### src/lds_pkg.sv
// shared types, constants and helpers for the led driver frame serializer
// no dependencies; imported by every module of the block
package lds_pkg;

    localparam int NUM_CH     = 5;
    localparam int FRAME_LEN  = 17;
    localparam int POS_W      = 5;
    localparam int STEP_W     = 5;
    localparam int LEVEL_W    = 10;
    localparam int CUR_W      = 8;
    localparam int CFG_IDX_W  = 3;
    localparam int QUEUE_LEN  = 2;

    localparam logic [7:0] START_BIT    = 8'h80;
    localparam logic [7:0] ADDR_STANDBY = 8'h00;
    localparam logic [7:0] ADDR_RGB     = 8'h10;
    localparam logic [7:0] ADDR_WHITE   = 8'h20;
    localparam logic [7:0] ADDR_ALL     = 8'h30;
    localparam logic [7:0] ENABLE_ALL   = 8'h1F;
    localparam logic [7:0] CUR_KNEE     = 8'd64;
    localparam logic [7:0] CUR_OFFSET   = 8'd34;
    localparam logic [4:0] HALF_MASK    = 5'h1F;

    // steps inside one byte: 24 data steps, then the ack slot
    localparam logic [STEP_W-1:0] ACK_LOW   = 5'd24;
    localparam logic [STEP_W-1:0] ACK_DATA  = 5'd25;
    localparam logic [STEP_W-1:0] ACK_HIGH  = 5'd26;
    // steps of the stop sequence
    localparam logic [STEP_W-1:0] STOP_LOW  = 5'd0;
    localparam logic [STEP_W-1:0] STOP_HIGH = 5'd1;

    typedef struct packed {
        logic               req_type;
        logic [2:0]         chan_sel;
        logic [LEVEL_W-1:0] level;
    } lds_req_t;

    typedef struct packed {
        logic clock_line;
        logic data_line;
        logic busy_res;
        logic frame_end;
    } lds_res_t;

    typedef enum logic [1:0] {
        OP_SET  = 2'd0,
        OP_SKIP = 2'd1,
        OP_TICK = 2'd2
    } lds_op_t;

    typedef struct packed {
        lds_op_t            op;
        logic [2:0]         chan;
        logic [LEVEL_W-1:0] level;
    } lds_cmd_t;

    function automatic logic [CUR_W-1:0] remap_current(input logic [CUR_W-1:0] c);
        logic [CUR_W-1:0] r;
        if (c < CUR_KNEE)
        begin
            r = c;
        end
        else
        begin
            r = c + CUR_OFFSET;
        end
        return r;
    endfunction

endpackage

### src/lds_front.sv
// input stage: registers each request beat and classifies it into a command
// depends on lds_pkg
module lds_front
    import lds_pkg::*;
(
    input  logic     clk,
    input  logic     rst_n,
    input  logic     req_valid,
    output logic     req_ready,
    input  lds_req_t req_data,
    output logic     cmd_valid,
    input  logic     cmd_ready,
    output lds_cmd_t cmd_data
);

    logic     valid_reg;
    logic     valid_next;
    lds_cmd_t cmd_reg;
    lds_cmd_t cmd_next;

    assign req_ready = !valid_reg || cmd_ready;
    assign cmd_valid = valid_reg;
    assign cmd_data  = cmd_reg;

    always_comb
    begin
        cmd_next.chan  = req_data.chan_sel;
        cmd_next.level = req_data.level;
        if (req_data.req_type)
        begin
            cmd_next.op = OP_TICK;
        end
        else if (req_data.chan_sel < 3'(NUM_CH))
        begin
            cmd_next.op = OP_SET;
        end
        else
        begin
            cmd_next.op = OP_SKIP;
        end
        if (req_valid && req_ready)
        begin
            valid_next = 1'b1;
        end
        else if (cmd_ready)
        begin
            valid_next = 1'b0;
        end
        else
        begin
            valid_next = valid_reg;
        end
    end

    always_ff @(posedge clk or negedge rst_n)
    begin
        if (!rst_n)
        begin
            valid_reg <= 1'b0;
        end
        else
        begin
            valid_reg <= valid_next;
        end
    end

    always_ff @(posedge clk)
    begin
        if (req_valid && req_ready)
        begin
            cmd_reg <= cmd_next;
        end
    end

endmodule

### src/lds_queue.sv
// two-entry command queue between the front and back parts
// depends on lds_pkg
module lds_queue
    import lds_pkg::*;
(
    input  logic     clk,
    input  logic     rst_n,
    input  logic     push_valid,
    output logic     push_ready,
    input  lds_cmd_t push_data,
    output logic     pop_valid,
    input  logic     pop_ready,
    output lds_cmd_t pop_data
);

    lds_cmd_t   entry_reg [QUEUE_LEN];
    logic       wr_ptr_reg;
    logic       wr_ptr_next;
    logic       rd_ptr_reg;
    logic       rd_ptr_next;
    logic [1:0] count_reg;
    logic [1:0] count_next;
    logic       push;
    logic       pop;

    assign push_ready = count_reg != 2'(QUEUE_LEN);
    assign pop_valid  = count_reg != 2'd0;
    assign pop_data   = entry_reg[rd_ptr_reg];
    assign push       = push_valid && push_ready;
    assign pop        = pop_valid && pop_ready;

    always_comb
    begin
        wr_ptr_next = push ? !wr_ptr_reg : wr_ptr_reg;
        rd_ptr_next = pop ? !rd_ptr_reg : rd_ptr_reg;
        count_next  = count_reg + 2'(push) - 2'(pop);
    end

    always_ff @(posedge clk or negedge rst_n)
    begin
        if (!rst_n)
        begin
            wr_ptr_reg <= 1'b0;
            rd_ptr_reg <= 1'b0;
            count_reg  <= 2'd0;
        end
        else
        begin
            wr_ptr_reg <= wr_ptr_next;
            rd_ptr_reg <= rd_ptr_next;
            count_reg  <= count_next;
        end
    end

    always_ff @(posedge clk)
    begin
        if (push)
        begin
            entry_reg[wr_ptr_reg] <= push_data;
        end
    end

endmodule

### src/lds_back.sv
// execution part: channel levels, frame composer, two-wire transmitter, result register
// depends on lds_pkg
module lds_back
    import lds_pkg::*;
(
    input  logic                 clk,
    input  logic                 rst_n,
    input  logic                 cmd_valid,
    output logic                 cmd_ready,
    input  lds_cmd_t             cmd_data,
    input  logic                 cfg_valid,
    input  logic [CFG_IDX_W-1:0] cfg_index,
    input  logic [CUR_W-1:0]     cfg_data,
    output logic                 res_valid,
    input  logic                 res_ready,
    output lds_res_t             res_data
);

    logic [LEVEL_W-1:0] levels_reg [NUM_CH];
    logic [LEVEL_W-1:0] levels_next [NUM_CH];
    logic [CUR_W-1:0]   cur_reg [NUM_CH];
    logic [7:0]         frame_reg [FRAME_LEN];
    logic [7:0]         frame_new [FRAME_LEN];
    logic               pending_reg, pending_next;
    logic               sending_reg, sending_next;
    logic               clock_reg, clock_next;
    logic               data_reg, data_next;
    logic [POS_W-1:0]   byte_pos_reg, byte_pos_next;
    logic [STEP_W-1:0]  step_reg, step_next;
    logic               res_valid_reg, res_valid_next;
    lds_res_t           res_reg, res_next;

    logic               take;
    logic               compose;
    logic               busy;
    logic               last;
    logic               rgb;
    logic               white;
    logic [7:0]         byte_cur;
    logic [8:0]         step_prod;
    logic [2:0]         bit_num;
    logic [STEP_W-1:0]  phase;

    assign take      = cmd_valid && (!res_valid_reg || res_ready);
    assign cmd_ready = take;
    assign res_valid = res_valid_reg;
    assign res_data  = res_reg;

    // frame built from the levels as they stand when the frame starts
    always_comb
    begin
        rgb   = (levels_reg[0] != '0) || (levels_reg[1] != '0) || (levels_reg[2] != '0);
        white = (levels_reg[3] != '0) || (levels_reg[4] != '0);
        for (int i = 0; i < FRAME_LEN; i++)
        begin
            frame_new[i] = 8'h00;
        end
        if (!rgb && !white)
        begin
            frame_new[0] = START_BIT | ADDR_STANDBY;
        end
        else
        begin
            if (!rgb)
            begin
                frame_new[0] = START_BIT | ADDR_WHITE;
            end
            else if (!white)
            begin
                frame_new[0] = START_BIT | ADDR_RGB;
            end
            else
            begin
                frame_new[0] = START_BIT | ADDR_ALL;
            end
            frame_new[1] = ENABLE_ALL;
            for (int i = 0; i < NUM_CH; i++)
            begin
                frame_new[2 + i] = (levels_reg[i] != '0) ? remap_current(cur_reg[i]) : 8'h00;
                frame_new[7 + 2 * i] = {3'b000, levels_reg[i][4:0] & HALF_MASK};
                frame_new[8 + 2 * i] = {3'b000, levels_reg[i][9:5] & HALF_MASK};
            end
        end
    end

    // step / 3 by reciprocal, valid for the 24 data steps of a byte
    always_comb
    begin
        step_prod = {4'b0000, step_reg} * 9'd11;
        bit_num   = step_prod[7:5];
        phase     = step_reg - STEP_W'({bit_num, 1'b0}) - STEP_W'(bit_num);
        byte_cur  = (byte_pos_reg < POS_W'(FRAME_LEN)) ? frame_reg[byte_pos_reg] : 8'h00;
    end

    always_comb
    begin
        for (int i = 0; i < NUM_CH; i++)
        begin
            levels_next[i] = levels_reg[i];
        end
        pending_next   = pending_reg;
        sending_next   = sending_reg;
        clock_next     = clock_reg;
        data_next      = data_reg;
        byte_pos_next  = byte_pos_reg;
        step_next      = step_reg;
        busy           = 1'b0;
        last           = 1'b0;
        compose        = 1'b0;
        if (take)
        begin
            case (cmd_data.op)
                OP_SET:
                begin
                    if (levels_reg[cmd_data.chan] != cmd_data.level)
                    begin
                        pending_next = 1'b1;
                    end
                    levels_next[cmd_data.chan] = cmd_data.level;
                    busy = sending_reg;
                end
                OP_SKIP:
                begin
                    busy = sending_reg;
                end
                OP_TICK:
                begin
                    if (sending_reg)
                    begin
                        busy = 1'b1;
                        if (byte_pos_reg < POS_W'(FRAME_LEN))
                        begin
                            if (step_reg < ACK_LOW)
                            begin
                                if (phase == 5'd0)
                                begin
                                    clock_next = 1'b0;
                                end
                                else if (phase == 5'd1)
                                begin
                                    data_next = byte_cur[3'd7 - bit_num];
                                end
                                else
                                begin
                                    clock_next = 1'b1;
                                end
                            end
                            else if (step_reg == ACK_LOW)
                            begin
                                clock_next = 1'b0;
                            end
                            else if (step_reg == ACK_DATA)
                            begin
                                data_next = 1'b1;
                            end
                            else
                            begin
                                clock_next = 1'b1;
                            end
                            if (step_reg >= ACK_HIGH)
                            begin
                                step_next     = '0;
                                byte_pos_next = byte_pos_reg + 1'b1;
                            end
                            else
                            begin
                                step_next = step_reg + 1'b1;
                            end
                        end
                        else if (step_reg == STOP_LOW)
                        begin
                            clock_next = 1'b0;
                            step_next  = STOP_HIGH;
                        end
                        else if (step_reg == STOP_HIGH)
                        begin
                            clock_next = 1'b1;
                            step_next  = STOP_HIGH + 1'b1;
                        end
                        else
                        begin
                            data_next     = 1'b1;
                            sending_next  = 1'b0;
                            byte_pos_next = '0;
                            step_next     = '0;
                            last          = 1'b1;
                        end
                    end
                    else if (pending_reg)
                    begin
                        // start condition: data drops while clock idles
                        compose       = 1'b1;
                        pending_next  = 1'b0;
                        sending_next  = 1'b1;
                        byte_pos_next = '0;
                        step_next     = '0;
                        data_next     = 1'b0;
                        busy          = 1'b1;
                    end
                end
                default:
                begin
                    busy = sending_reg;
                end
            endcase
        end
        res_next.clock_line = clock_next;
        res_next.data_line  = data_next;
        res_next.busy_res   = busy;
        res_next.frame_end  = last;
        if (take)
        begin
            res_valid_next = 1'b1;
        end
        else if (res_ready)
        begin
            res_valid_next = 1'b0;
        end
        else
        begin
            res_valid_next = res_valid_reg;
        end
    end

    always_ff @(posedge clk or negedge rst_n)
    begin
        if (!rst_n)
        begin
            for (int i = 0; i < NUM_CH; i++)
            begin
                levels_reg[i] <= '0;
                cur_reg[i]    <= '0;
            end
            pending_reg   <= 1'b0;
            sending_reg   <= 1'b0;
            clock_reg     <= 1'b0;
            data_reg      <= 1'b0;
            byte_pos_reg  <= '0;
            step_reg      <= '0;
            res_valid_reg <= 1'b0;
        end
        else
        begin
            for (int i = 0; i < NUM_CH; i++)
            begin
                levels_reg[i] <= levels_next[i];
            end
            if (cfg_valid && (cfg_index < CFG_IDX_W'(NUM_CH)))
            begin
                cur_reg[cfg_index] <= cfg_data;
            end
            pending_reg   <= pending_next;
            sending_reg   <= sending_next;
            clock_reg     <= clock_next;
            data_reg      <= data_next;
            byte_pos_reg  <= byte_pos_next;
            step_reg      <= step_next;
            res_valid_reg <= res_valid_next;
        end
    end

    always_ff @(posedge clk)
    begin
        if (take)
        begin
            res_reg <= res_next;
        end
        if (compose)
        begin
            for (int i = 0; i < FRAME_LEN; i++)
            begin
                frame_reg[i] <= frame_new[i];
            end
        end
    end

endmodule

### src/led_driver_frame_serializer_unit.sv
// a request goes through the front register and the queue before its result is registered
// throughput: one request per cycle; the back part retires one command a cycle
// unless results stall; each tick makes at most one pin write (a frame takes 463 ticks)
// a 2-entry command queue lets the front keep accepting while results stall
// reset (rst_n low, asynchronous): levels, currents, pending flag, pins and counters clear
// top level; depends on lds_pkg, lds_front, lds_queue, lds_back
module led_driver_frame_serializer_unit
    import lds_pkg::*;
(
    input  logic                 clk,
    input  logic                 rst_n,
    input  logic                 req_valid,
    output logic                 req_ready,
    input  lds_req_t             req_data,
    output logic                 res_valid,
    input  logic                 res_ready,
    output lds_res_t             res_data,
    input  logic                 cfg_valid,
    output logic                 cfg_ready,
    input  logic [CFG_IDX_W-1:0] cfg_index,
    input  logic [CUR_W-1:0]     cfg_data
);

    logic     f_valid, f_ready;
    lds_cmd_t f_cmd;
    logic     q_valid, q_ready;
    lds_cmd_t q_cmd;

    assign cfg_ready = 1'b1;

    lds_front u_front (
        .clk       (clk),
        .rst_n     (rst_n),
        .req_valid (req_valid),
        .req_ready (req_ready),
        .req_data  (req_data),
        .cmd_valid (f_valid),
        .cmd_ready (f_ready),
        .cmd_data  (f_cmd)
    );

    lds_queue u_queue (
        .clk        (clk),
        .rst_n      (rst_n),
        .push_valid (f_valid),
        .push_ready (f_ready),
        .push_data  (f_cmd),
        .pop_valid  (q_valid),
        .pop_ready  (q_ready),
        .pop_data   (q_cmd)
    );

    lds_back u_back (
        .clk       (clk),
        .rst_n     (rst_n),
        .cmd_valid (q_valid),
        .cmd_ready (q_ready),
        .cmd_data  (q_cmd),
        .cfg_valid (cfg_valid && cfg_ready),
        .cfg_index (cfg_index),
        .cfg_data  (cfg_data),
        .res_valid (res_valid),
        .res_ready (res_ready),
        .res_data  (res_data)
    );

endmodule

### config.mk
export PLATFORM = sky130hd
export DESIGN_NAME = led_driver_frame_serializer_unit
export DESIGN_NICKNAME = d
export VERILOG_FILES = /design/src/lds_pkg.sv /design/src/lds_front.sv /design/src/lds_queue.sv /design/src/lds_back.sv /design/src/led_driver_frame_serializer_unit.sv
export SDC_FILE = /design/constraint.sdc
export NUM_CORES = 1
export LEC_CHECK = 0
export BUFFER_PORTS_ARGS = -buffer_cell sky130_fd_sc_hd__buf_2
export CAP_MARGIN = 20
export CORE_MARGIN = 3
export CORE_UTILIZATION = 50
export DETAILED_ROUTE_END_ITERATION = 6
export GPL_ROUTABILITY_DRIVEN = 0
export HOLD_SLACK_MARGIN = 0.1
export PLACE_DENSITY = 0.66
export SLEW_MARGIN = 30
export SYNTH_ARGS = -nofsm -noshare
export SYNTH_HDL_FRONTEND = slang
export SYNTH_SLANG_ARGS = --single-unit
### constraint.sdc
create_clock -name clk -period 15.03 [get_ports clk]
set_clock_uncertainty 0.05 [all_clocks]
set_input_delay 3.006 -clock clk [delete_from_list [all_inputs] [get_ports clk]]
set_output_delay 3.006 -clock clk [all_outputs]
set_load 0.01 [all_outputs]
==> impl_metrics.toml, run 1 <==
[sta]
timing.final.crit_share_pct = 32.1
fmax_mhz = 207
worst_pin_slew_ns = 0.947
hold_viol_final = 0
slew_violations = 0
postLayoutSetupSlackWorst_ns = 10.21
min_period_ns = 4.82
fin_setup_tns_ns = 0
relSlewSlack_pct = 35.1
rsz0062_at_grt = "no"
setup-violations-final = 0

[yosys]
yosys_warnings = 0
synthTopCellsByCount = "142 x edfxtp_1, 114 x nor2_1, 110 x dfrtp_1"
synthArstFlopShare_pct = 43.7
synthCells = 996
yosysTopAreaCellShare_pct = 35.4
ys.flop_type = "edfxtp_1"
seq_area_frac_synth_pct = 58.3
synth.avg_cell_area_um2 = 12.1
synth_most_common_cell = "edfxtp_1"
yosys.area.top_type = "edfxtp_1"
synth-seq-cells = 252
synthTopCellsByArea = "edfxtp_1 35%, dfrtp_1 23%, mux2_2 4.4%"
synth_area_mm2 = 0.0120
synth_edf_count = 142
synth_nets = 1052
synth.distinct_cells = 69

[pwr]
max-vdd-ir-drop_uv = 97.1
powerDensity_mw_per_mm2 = 207
leakage_nw = 5.00
power_mw = 2.76

[drt]
routed_via_density = 5.86
dr.pass1.iters = 5
drc = 0
wl_per_cell_um = 19.7
final_antenna_net_count = 0
drt_iter0_markers = 595
drt_wl_total_mm = 26.2
vias = 7788

[placed_design]
io_buffer_count = 35
dpl_cell_area_mm2 = 0.0124
post-place-ws_ns = 9.58
hpwlAfterDp_mm = 18.3

[global_routing]
grt_pass1_vias = 7435
grt_pass1_wl_mm = 41.8
grt_use_total_pct = 20.4
overflow = 0
grt_max_degree = 87
antenna_found_initial = 0

[die]
dieWidth_um = 161
rows = 56
start_util_pct = 51.1
die_area_mm2 = 0.0260
die_h_um = 161
io_pins = 37
coreArea_mm2 = 0.0235

[layout]
final_area_mm2 = 0.0133
largest_register_ffs = 93
drive_gt1_share_pct = 18.2
final_nets = 1047
fillers = 1958
diodes = 0
areaGrowthSynthToFinish_pct = 10.5

[clock_tree]
cts_hold_buf = 0
tritoncts = "yes"
h-tree-depth = 1
root_buffer = "clkbuf_16"
post-cts-setup-buffer-count = 0
cts_buffer_depth = 3
clk_latency_ns = 0.53
clock-sinks = 252
cts_buffers = 26
post_cts_resized = 0
clk_pin_slew_ns = 0.07

[worst_hold_path]
hold_path.class = "reg -> reg"
holdPathStages = 0

[setup_path]
path_class = "in -> reg"
startpoint_type = "primary input"
crit_required_ns = 15.43
rr_worst_depth = 17
path_max_fanout = 20
arrival_ns = 5.22
end_kind = "flip-flop"

[outcome]
status = "finished clean"

[run]
drv_cap = 0
==> cell usage in the layout, fill, tap and decap left out, drive strengths merged, types with 10 or more instances in the layout <==
cell type  instances
inv               23
edfxtp           142
mux2              47
buf               50
a21oi             89
dfrtp            110
clkbuf            39
and3              11
nor2b             10
nand3             21
or3               12
mux2i             33
nand2             43
xor2              24
ha                25
o21ai             48
mux4              16
xnor2             12
or4               10
nor3              12
a211oi            11
nor2             114
==> final cells by class <==
| class | instances | area, um2 | share of cell area [%] |
|---|---|---|---|
| multi-input combinational | 638 | 4630 | 34.8 |
| sequential | 252 | 7020 | 52.8 |
| tap | 319 | 399 | 3.00 |
| timing repair buffer | 50 | 298 | 2.24 |
| clock buffer | 39 | 773 | 5.81 |
| clock inverter | 9 | 95.1 | 0.715 |
| inverter | 23 | 86.3 | 0.649 |
==> per-stage QoR <==
stage          utilization [%]  hold WS (ns)  std cells
2_1_floorplan                -         0.371        996
3_3_place_gp              52.5         0.372       1282
3_5_place_dp              52.6         0.381       1282
4_1_cts                   56.3         0.394       1330
5_1_grt                   56.5         0.408       1330
6_report                  56.5         0.392       1330
==> cells by family after synthesis <==
kind of cell / share of synthesized area [%]
adder cells (fa/ha/maj): 2.76
XOR/XNOR: 2.62
multiplexers: 10.3
AO/OA/AOI/OAI: 10.7
AND/OR/NAND/NOR: 11.2
flip-flops: 58.3
buffers and inverters: 4.02
other: 0.0312
==> worst max-delay path, cell delays in order <==
cell,delay [ns]
buf_2,0.08
nor2b_1,0.07
nor2_1,0.58
nand3_1,0.52
nor2_2,0.70
nor2_1,0.10
a21oi_1,0.17
==> routing by layer <==
metal  vias to the layer above  global-route usage, %  routed length (um)  share of wire (%)
li1                       3655                      -                   -                  -
met1                      3872                   30.4               12000                 46
met2                       228                   32.2               12200                 46
met3                        33                   3.26                1660                6.3
met4                         0                   3.95                 335                1.3
met5                         -                      0                   0                  0
==> power breakdown <==
| group | switching [mW] | total (mW) | internal [mW] |
|---|---|---|---|
| combinational | 0.560 | 0.970 | 0.409 |
| clock | 0.255 | 0.644 | 0.389 |
| sequential | 0.211 | 1.14 | 0.933 |
| total | 1.03 | 2.76 | 1.73 |
==> worst paths after layout <==
path | startpoint | endpoint | slack (ns)
max | res_ready | u_back.levels_reg[16] | 10.21
min | u_front.cmd_data[8] | u_queue.entry_reg[1][8] | 0.39
max reg2reg | u_back.step_reg[3] | u_back.res_data[2] | 10.23
min reg2reg | u_front.cmd_data[8] | u_queue.entry_reg[1][8] | 0.39
max in group asynchronous | rst_n | u_back.cur_reg[20] | 11.47
min in group asynchronous | rst_n | u_back.step_reg[0] | 2.34
(Power assumes the default switching activity.)
==> run 2, diff against run 1 <==
--- a/config.mk
+++ b/config.mk
@@ -5,6 +5,7 @@
 export SDC_FILE = /design/constraint.sdc
 export NUM_CORES = 1
 export LEC_CHECK = 0
+export ABC_AREA = 1
 export BUFFER_PORTS_ARGS = -buffer_cell sky130_fd_sc_hd__buf_2
 export CAP_MARGIN = 20
 export CORE_MARGIN = 3
@@ -12,7 +13,7 @@
 export DETAILED_ROUTE_END_ITERATION = 6
 export GPL_ROUTABILITY_DRIVEN = 0
 export HOLD_SLACK_MARGIN = 0.1
-export PLACE_DENSITY = 0.66
+export PLACE_DENSITY = 0.69
 export SLEW_MARGIN = 30
 export SYNTH_ARGS = -nofsm -noshare
 export SYNTH_HDL_FRONTEND = slang
==> constraint.sdc (replaced) <==
create_clock -name clk -period 3.9 [get_ports clk]
set_clock_uncertainty 0.05 [all_clocks]
set_input_delay 0.78 -clock clk [delete_from_list [all_inputs] [get_ports clk]]
set_output_delay 0.78 -clock clk [all_outputs]
set_load 0.01 [all_outputs]
==> impl_metrics.toml, run 2 <==
[outcome]
status = "finished clean"

[layout]
largest_register_ffs = 93
final_util_pct = 56.9
drive_gt1_share_pct = 10.6
fillers = 2059
final_area_mm2 = 0.0134
diodes = 0
final_nets = 1372
mostFrequentLayoutCell = "nand2_1"
fin_cells = 1655
areaGrowthSynthToFinish_pct = 11.2
layout_common_cells = "287 x nand2_1, 151 x nor2_1, 142 x edfxtp_1"

[yosys]
synth_area_mm2 = 0.0120
synthTopCellsByCount = "289 x nand2_1, 152 x nor2_1, 143 x o21ai_0"
synth-seq-cells = 252
yosysTopAreaCellShare_pct = 35.4
yosys_warnings = 0
synth_nets = 1370
synthCells = 1314
synth.avg_cell_area_um2 = 9.17
seq_area_frac_synth_pct = 58.2
synthArstFlopShare_pct = 43.7
synth_edf_count = 142
synth.distinct_cells = 47
synthTopCellsByArea = "edfxtp_1 35%, dfrtp_1 23%, nand2_1 9.0%"
synth_most_common_cell = "nand2_1"
yosys.area.top_type = "edfxtp_1"
ys.flop_type = "edfxtp_1"

[worst_hold_path]
hold_path.class = "in -> async"

[setup_path]
path_max_fanout = 5
path_cells = "ha_1 -> inv_1 -> fa_1 -> inv_1 -> ha_1 -> a21oi_2 -> nand3b_1 -> nand2_4 -> inv_2 -> ha_1 -> xnor2_1 -> xor2_1 -> inv_1 -> nand2_1 -> nand2_1 -> nor2_1 -> nand3_1 -> nand2_1 -> nand2_1 -> nand2_1 -> nand2_1 -> nand2_1 -> nand2_1"
crit_path_max_incr_delay_ns = 0.50
end_kind = "flip-flop"
cp_num_buf_inv = 4
critPathSlowestCell = "fa_1"
crit_required_ns = 4.12
crit_family = "adder cells"
arrival_ns = 3.83
crit_path_frequent_cell = "nand2_1"
path_class = "reg -> reg"
startpoint_type = "flip-flop"

[global_routing]
overflow = 0
antenna_found_initial = 0
grt_max_degree = 94
grt_use_total_pct = 21.5
grt_pass1_wl_mm = 45.2
grt_pass1_vias = 8588

[drt]
routed_via_density = 5.37
drt_iter0_markers = 812
dr.pass1.iters = 5
final_antenna_net_count = 0
drc = 0
wl_per_cell_um = 16.6
drt_wl_total_mm = 27.5
vias = 8888

[sta]
setup-violations-final = 0
timing.final.crit_share_pct = 92.6
fin_setup_tns_ns = 0
slew_violations = 0
fmax_mhz = 277
worst_hold_slack_ns = 0.237
min_period_ns = 3.61
hold_viol_final = 0
worst_pin_slew_ns = 0.829
postLayoutSetupSlackWorst_ns = 0.288
relSlewSlack_pct = 43.2

[placed_design]
post-place-ws_ns = 0.200
dpl_cell_area_mm2 = 0.0125
io_buffer_count = 35
hpwlAfterDp_mm = 19.5
dp_cells = 1604

[pwr]
power_mw = 10.7
powerDensity_mw_per_mm2 = 798
max-vdd-ir-drop_uv = 440
leakage_nw = 5.88

[clock_tree]
tritoncts = "yes"
cts_buffer_depth = 3
clk_pin_slew_ns = 0.06
clk_latency_ns = 0.52
h-tree-depth = 1
clock-sinks = 252
cts_hold_buf = 0
root_buffer = "clkbuf_16"
cts_buffers = 26

[die]
rows = 56
die_area_mm2 = 0.0260
coreArea_mm2 = 0.0235
io_pins = 37
die_h_um = 161
start_util_pct = 51.2
dieWidth_um = 161

[run]
drv_cap = 0
run 2: cell types whose count changed after synthesis, moves of 18 or more:
cell and delta:
nand2_1 +248, inv_1 +98, o21ai_0 +98, mux2_2 -47
a21oi_1 -43, nor2_1 +38, nand3_1 +34, mux2i_1 -26
clkbuf_1 +18
run 2: area by class of cell:
class                      count  area (um2)  area share (%)
tap                          319         399            2.98
sequential                   252        7020            52.4
clock inverter                 6        60.1           0.448
clock buffer                  42         835            6.23
inverter                     127         479            3.58
timing repair buffer          60         390            2.91
multi-input combinational    849        4220            31.5
run 2: cells by family (layout without fill, tap and decap cells):
family          after synthesis  count (layout)  synth area share, %
simple gates                578             578                 20.4
flops                       252             252                 58.2
compound gates              220             220                 9.86
buf+inv                     213             235                 6.93
fa+ha+maj                    26              26                 2.76
xor+xnor                     19              19                 1.38
mux                           5               5                0.415
other cells                   1               1               0.0311
run 2: worst paths after layout:
check,start,endpoint,slack [ns],depth (start not counted)
hold / removal,rst_n,u_back.step_reg[4],0.24,1
min in group clk,req_data[3],u_front.cmd_data[3],0.38,1
hold reg to reg,u_front.cmd_data[7],u_queue.entry_reg[0][7],0.39,0
max in group asynchronous,rst_n,u_back.levels_reg[32],2.81,2
setup reg to reg,u_back.step_reg[1],u_back.res_data[2],0.29,23
setup / recovery,u_back.step_reg[1],u_back.res_data[2],0.29,23
run 2: layer usage:
| layer | up-vias | GRT usage [%] | share of wire (%) |
|---|---|---|---|
| li1 | 4339 | - | - |
| met1 | 4189 | 31.1 | 45 |
| met2 | 299 | 34.1 | 46 |
| met3 | 61 | 3.15 | 6.2 |
| met4 | 0 | 6.18 | 2.6 |
| met5 | - | 0 | 0 |
run 2: repair_timing:
action,in CTS,in global routing
endpoints found under the hold margin,0,0
gates resized for setup,0,5
setup buffers,0,3
setup endpoints to repair,0,4
run 2: power breakdown:
| part | leakage [nW] | internal [mW] | switching (mW) |
|---|---|---|---|
| clock network | 0.435 | 1.53 | 1.01 |
| logic | 2.73 | 1.32 | 2.54 |
| registers | 2.72 | 3.69 | 0.612 |
==> run 3, diff against run 2 <==
--- a/config.mk
+++ b/config.mk
@@ -8,12 +8,14 @@
 export ABC_AREA = 1
 export BUFFER_PORTS_ARGS = -buffer_cell sky130_fd_sc_hd__buf_2
 export CAP_MARGIN = 20
+export CELL_PAD_IN_SITES_DETAIL_PLACEMENT = 1
+export CELL_PAD_IN_SITES_GLOBAL_PLACEMENT = 1
 export CORE_MARGIN = 3
-export CORE_UTILIZATION = 50
+export CORE_UTILIZATION = 44
 export DETAILED_ROUTE_END_ITERATION = 6
 export GPL_ROUTABILITY_DRIVEN = 0
 export HOLD_SLACK_MARGIN = 0.1
-export PLACE_DENSITY = 0.69
+export PLACE_DENSITY_LB_ADDON = 0.1
 export SLEW_MARGIN = 30
 export SYNTH_ARGS = -nofsm -noshare
 export SYNTH_HDL_FRONTEND = slang
==> impl_metrics.toml, run 3 (synthesis results as in run 2) <==
[global_routing]
overflow = 0
antenna_found_initial = 0
grt_pass1_vias = 9544
grt_pass1_wl_mm = 52.6
grt_use_total_pct = 22.9
grt_max_degree = 47

[clock_tree]
tritoncts = "yes"
clk_latency_ns = 0.54
h-tree-depth = 1
cts_buffers = 28
clk_pin_slew_ns = 0.06
root_buffer = "clkbuf_16"
cts_buffer_depth = 3
post-cts-setup-buffer-count = 0
clock-sinks = 252

[layout]
largest_register_ffs = 93
drive_gt1_share_pct = 11.1
mostFrequentLayoutCell = "nand2_1"
areaGrowthSynthToFinish_pct = 12.4
fillers = 3026
final_area_mm2 = 0.0135
fin_cells = 1681
final_util_pct = 51.1
diodes = 0
regArea_mm2 = 0.00702
final_nets = 1380
multiInputGateArea_mm2 = 0.00421
layout_common_cells = "289 x nand2_1, 151 x nor2_1, 142 x edfxtp_1"

[drt]
final_antenna_net_count = 0
drt_wl_total_mm = 32.9
drc = 0
drt_iter0_markers = 678
vias = 9053
wl_per_cell_um = 19.6
dr.pass1.iters = 5
routed_via_density = 5.39

[sta]
hold_viol_final = 0
setup-violations-final = 0
fmax_mhz = 279
min_period_ns = 3.58
slew_violations = 0
worst_hold_slack_ns = 0.189
timing.final.crit_share_pct = 91.8
relSlewSlack_pct = 36.9
postLayoutSetupSlackWorst_ns = 0.321
rsz0062_at_grt = "no"
fin_setup_tns_ns = 0
worst_pin_slew_ns = 0.946

[placed_design]
hpwlAfterDp_mm = 23.8
dpl_cell_area_mm2 = 0.0126
dp_cells = 1629
post-place-ws_ns = 0.218
io_buffer_count = 35

[setup_path]
critPathSlowestCell = "fa_1"
crit_family = "adder cells"
ff2ff_setup_slack_ns = 0.32
path_class = "reg -> reg"
crit_path_max_incr_delay_ns = 0.49
r2r-start = "u_back.step_reg[1]"
crit_required_ns = 4.14
path_cells = "ha_1 -> inv_1 -> fa_1 -> inv_1 -> ha_1 -> a21oi_2 -> nand2_1 -> nand2_1 -> nand2_1 -> inv_2 -> ha_1 -> xnor2_1 -> xor2_1 -> inv_1 -> nand2_1 -> nand2_1 -> nor2_1 -> nand3_1 -> nand2_1 -> nand2_1 -> nand2_1 -> nand2_1 -> nand2_1 -> nand2_1"
worstReg2RegEnd = "u_back.res_data[2]"
rr_worst_depth = 24
end_kind = "flip-flop"
startpoint_type = "flip-flop"
path_max_fanout = 5
cp_num_buf_inv = 4
crit_path_frequent_cell = "nand2_1"
arrival_ns = 3.82

[die]
io_pins = 37
dieWidth_um = 171
rows = 59
coreArea_mm2 = 0.0265
die_h_um = 171
die_area_mm2 = 0.0294
start_util_pct = 45.5

[worst_hold_path]
hold_path.class = "in -> async"

[pwr]
max-vdd-ir-drop_uv = 455
leakage_nw = 5.94
powerDensity_mw_per_mm2 = 819
power_mw = 11.1

[run]
drv_cap = 0

[outcome]
status = "finished clean"
run 3: cell count changes in the layout (fill, tap and decap cells not counted), sizes merged:
cell / previous run / this run
buf: 60 / 66
bufinv: 1 / 2
clkbuf: 42 / 41
clkinv: 4 / 8
run 3: timing repair:
action	CTS	global route
setup endpoints to repair	0	1
gates resized for setup	0	2
hold endpoints to repair	0	0
hold buffers	0	0
run 3: worst max-delay path by stage:
stage	start	endpoint	slack (ns)	cells after the start
after detailed placement	u_back.step_reg[1]	u_back.res_data[2]	0.22	24
after global placement	u_back.step_reg[1]	u_back.res_data[2]	0.34	24
after global routing	u_back.step_reg[1]	u_back.res_data[2]	0.03	24
after floorplan	u_back.step_reg[3]	u_back.res_data[2]	0.39	23
final	u_back.step_reg[1]	u_back.res_data[2]	0.32	24
after CTS	u_back.step_reg[1]	u_back.res_data[2]	0.21	24
run 3: report_power, final:
group          leakage [nW]  internal, mW  total, mW  switching [mW]
clock                 0.469          1.65       2.72            1.07
sequential             2.72          3.69       4.32           0.638
combinational          2.76          1.33       4.05            2.72
run 3: layout make-up:
class	count	share of cell area, %
well taps	335	3.10
flip-flops and latches	252	51.8
clock buffers	41	6.30
repair buffers	66	3.31
multi-input cells	849	31.1
clock inverters	11	0.822
inverters	127	3.54
run 3: layer usage:
| layer | vias up | global-route usage (%) | part of all wire, % |
|---|---|---|---|
| met3 | 47 | 3.29 | 3.9 |
| met4 | 0 | 5.46 | 2.0 |
| met2 | 138 | 36.9 | 46 |
| met5 | - | 0 | 0 |
| li1 | 4357 | - | - |
| met1 | 4511 | 33.2 | 48 |
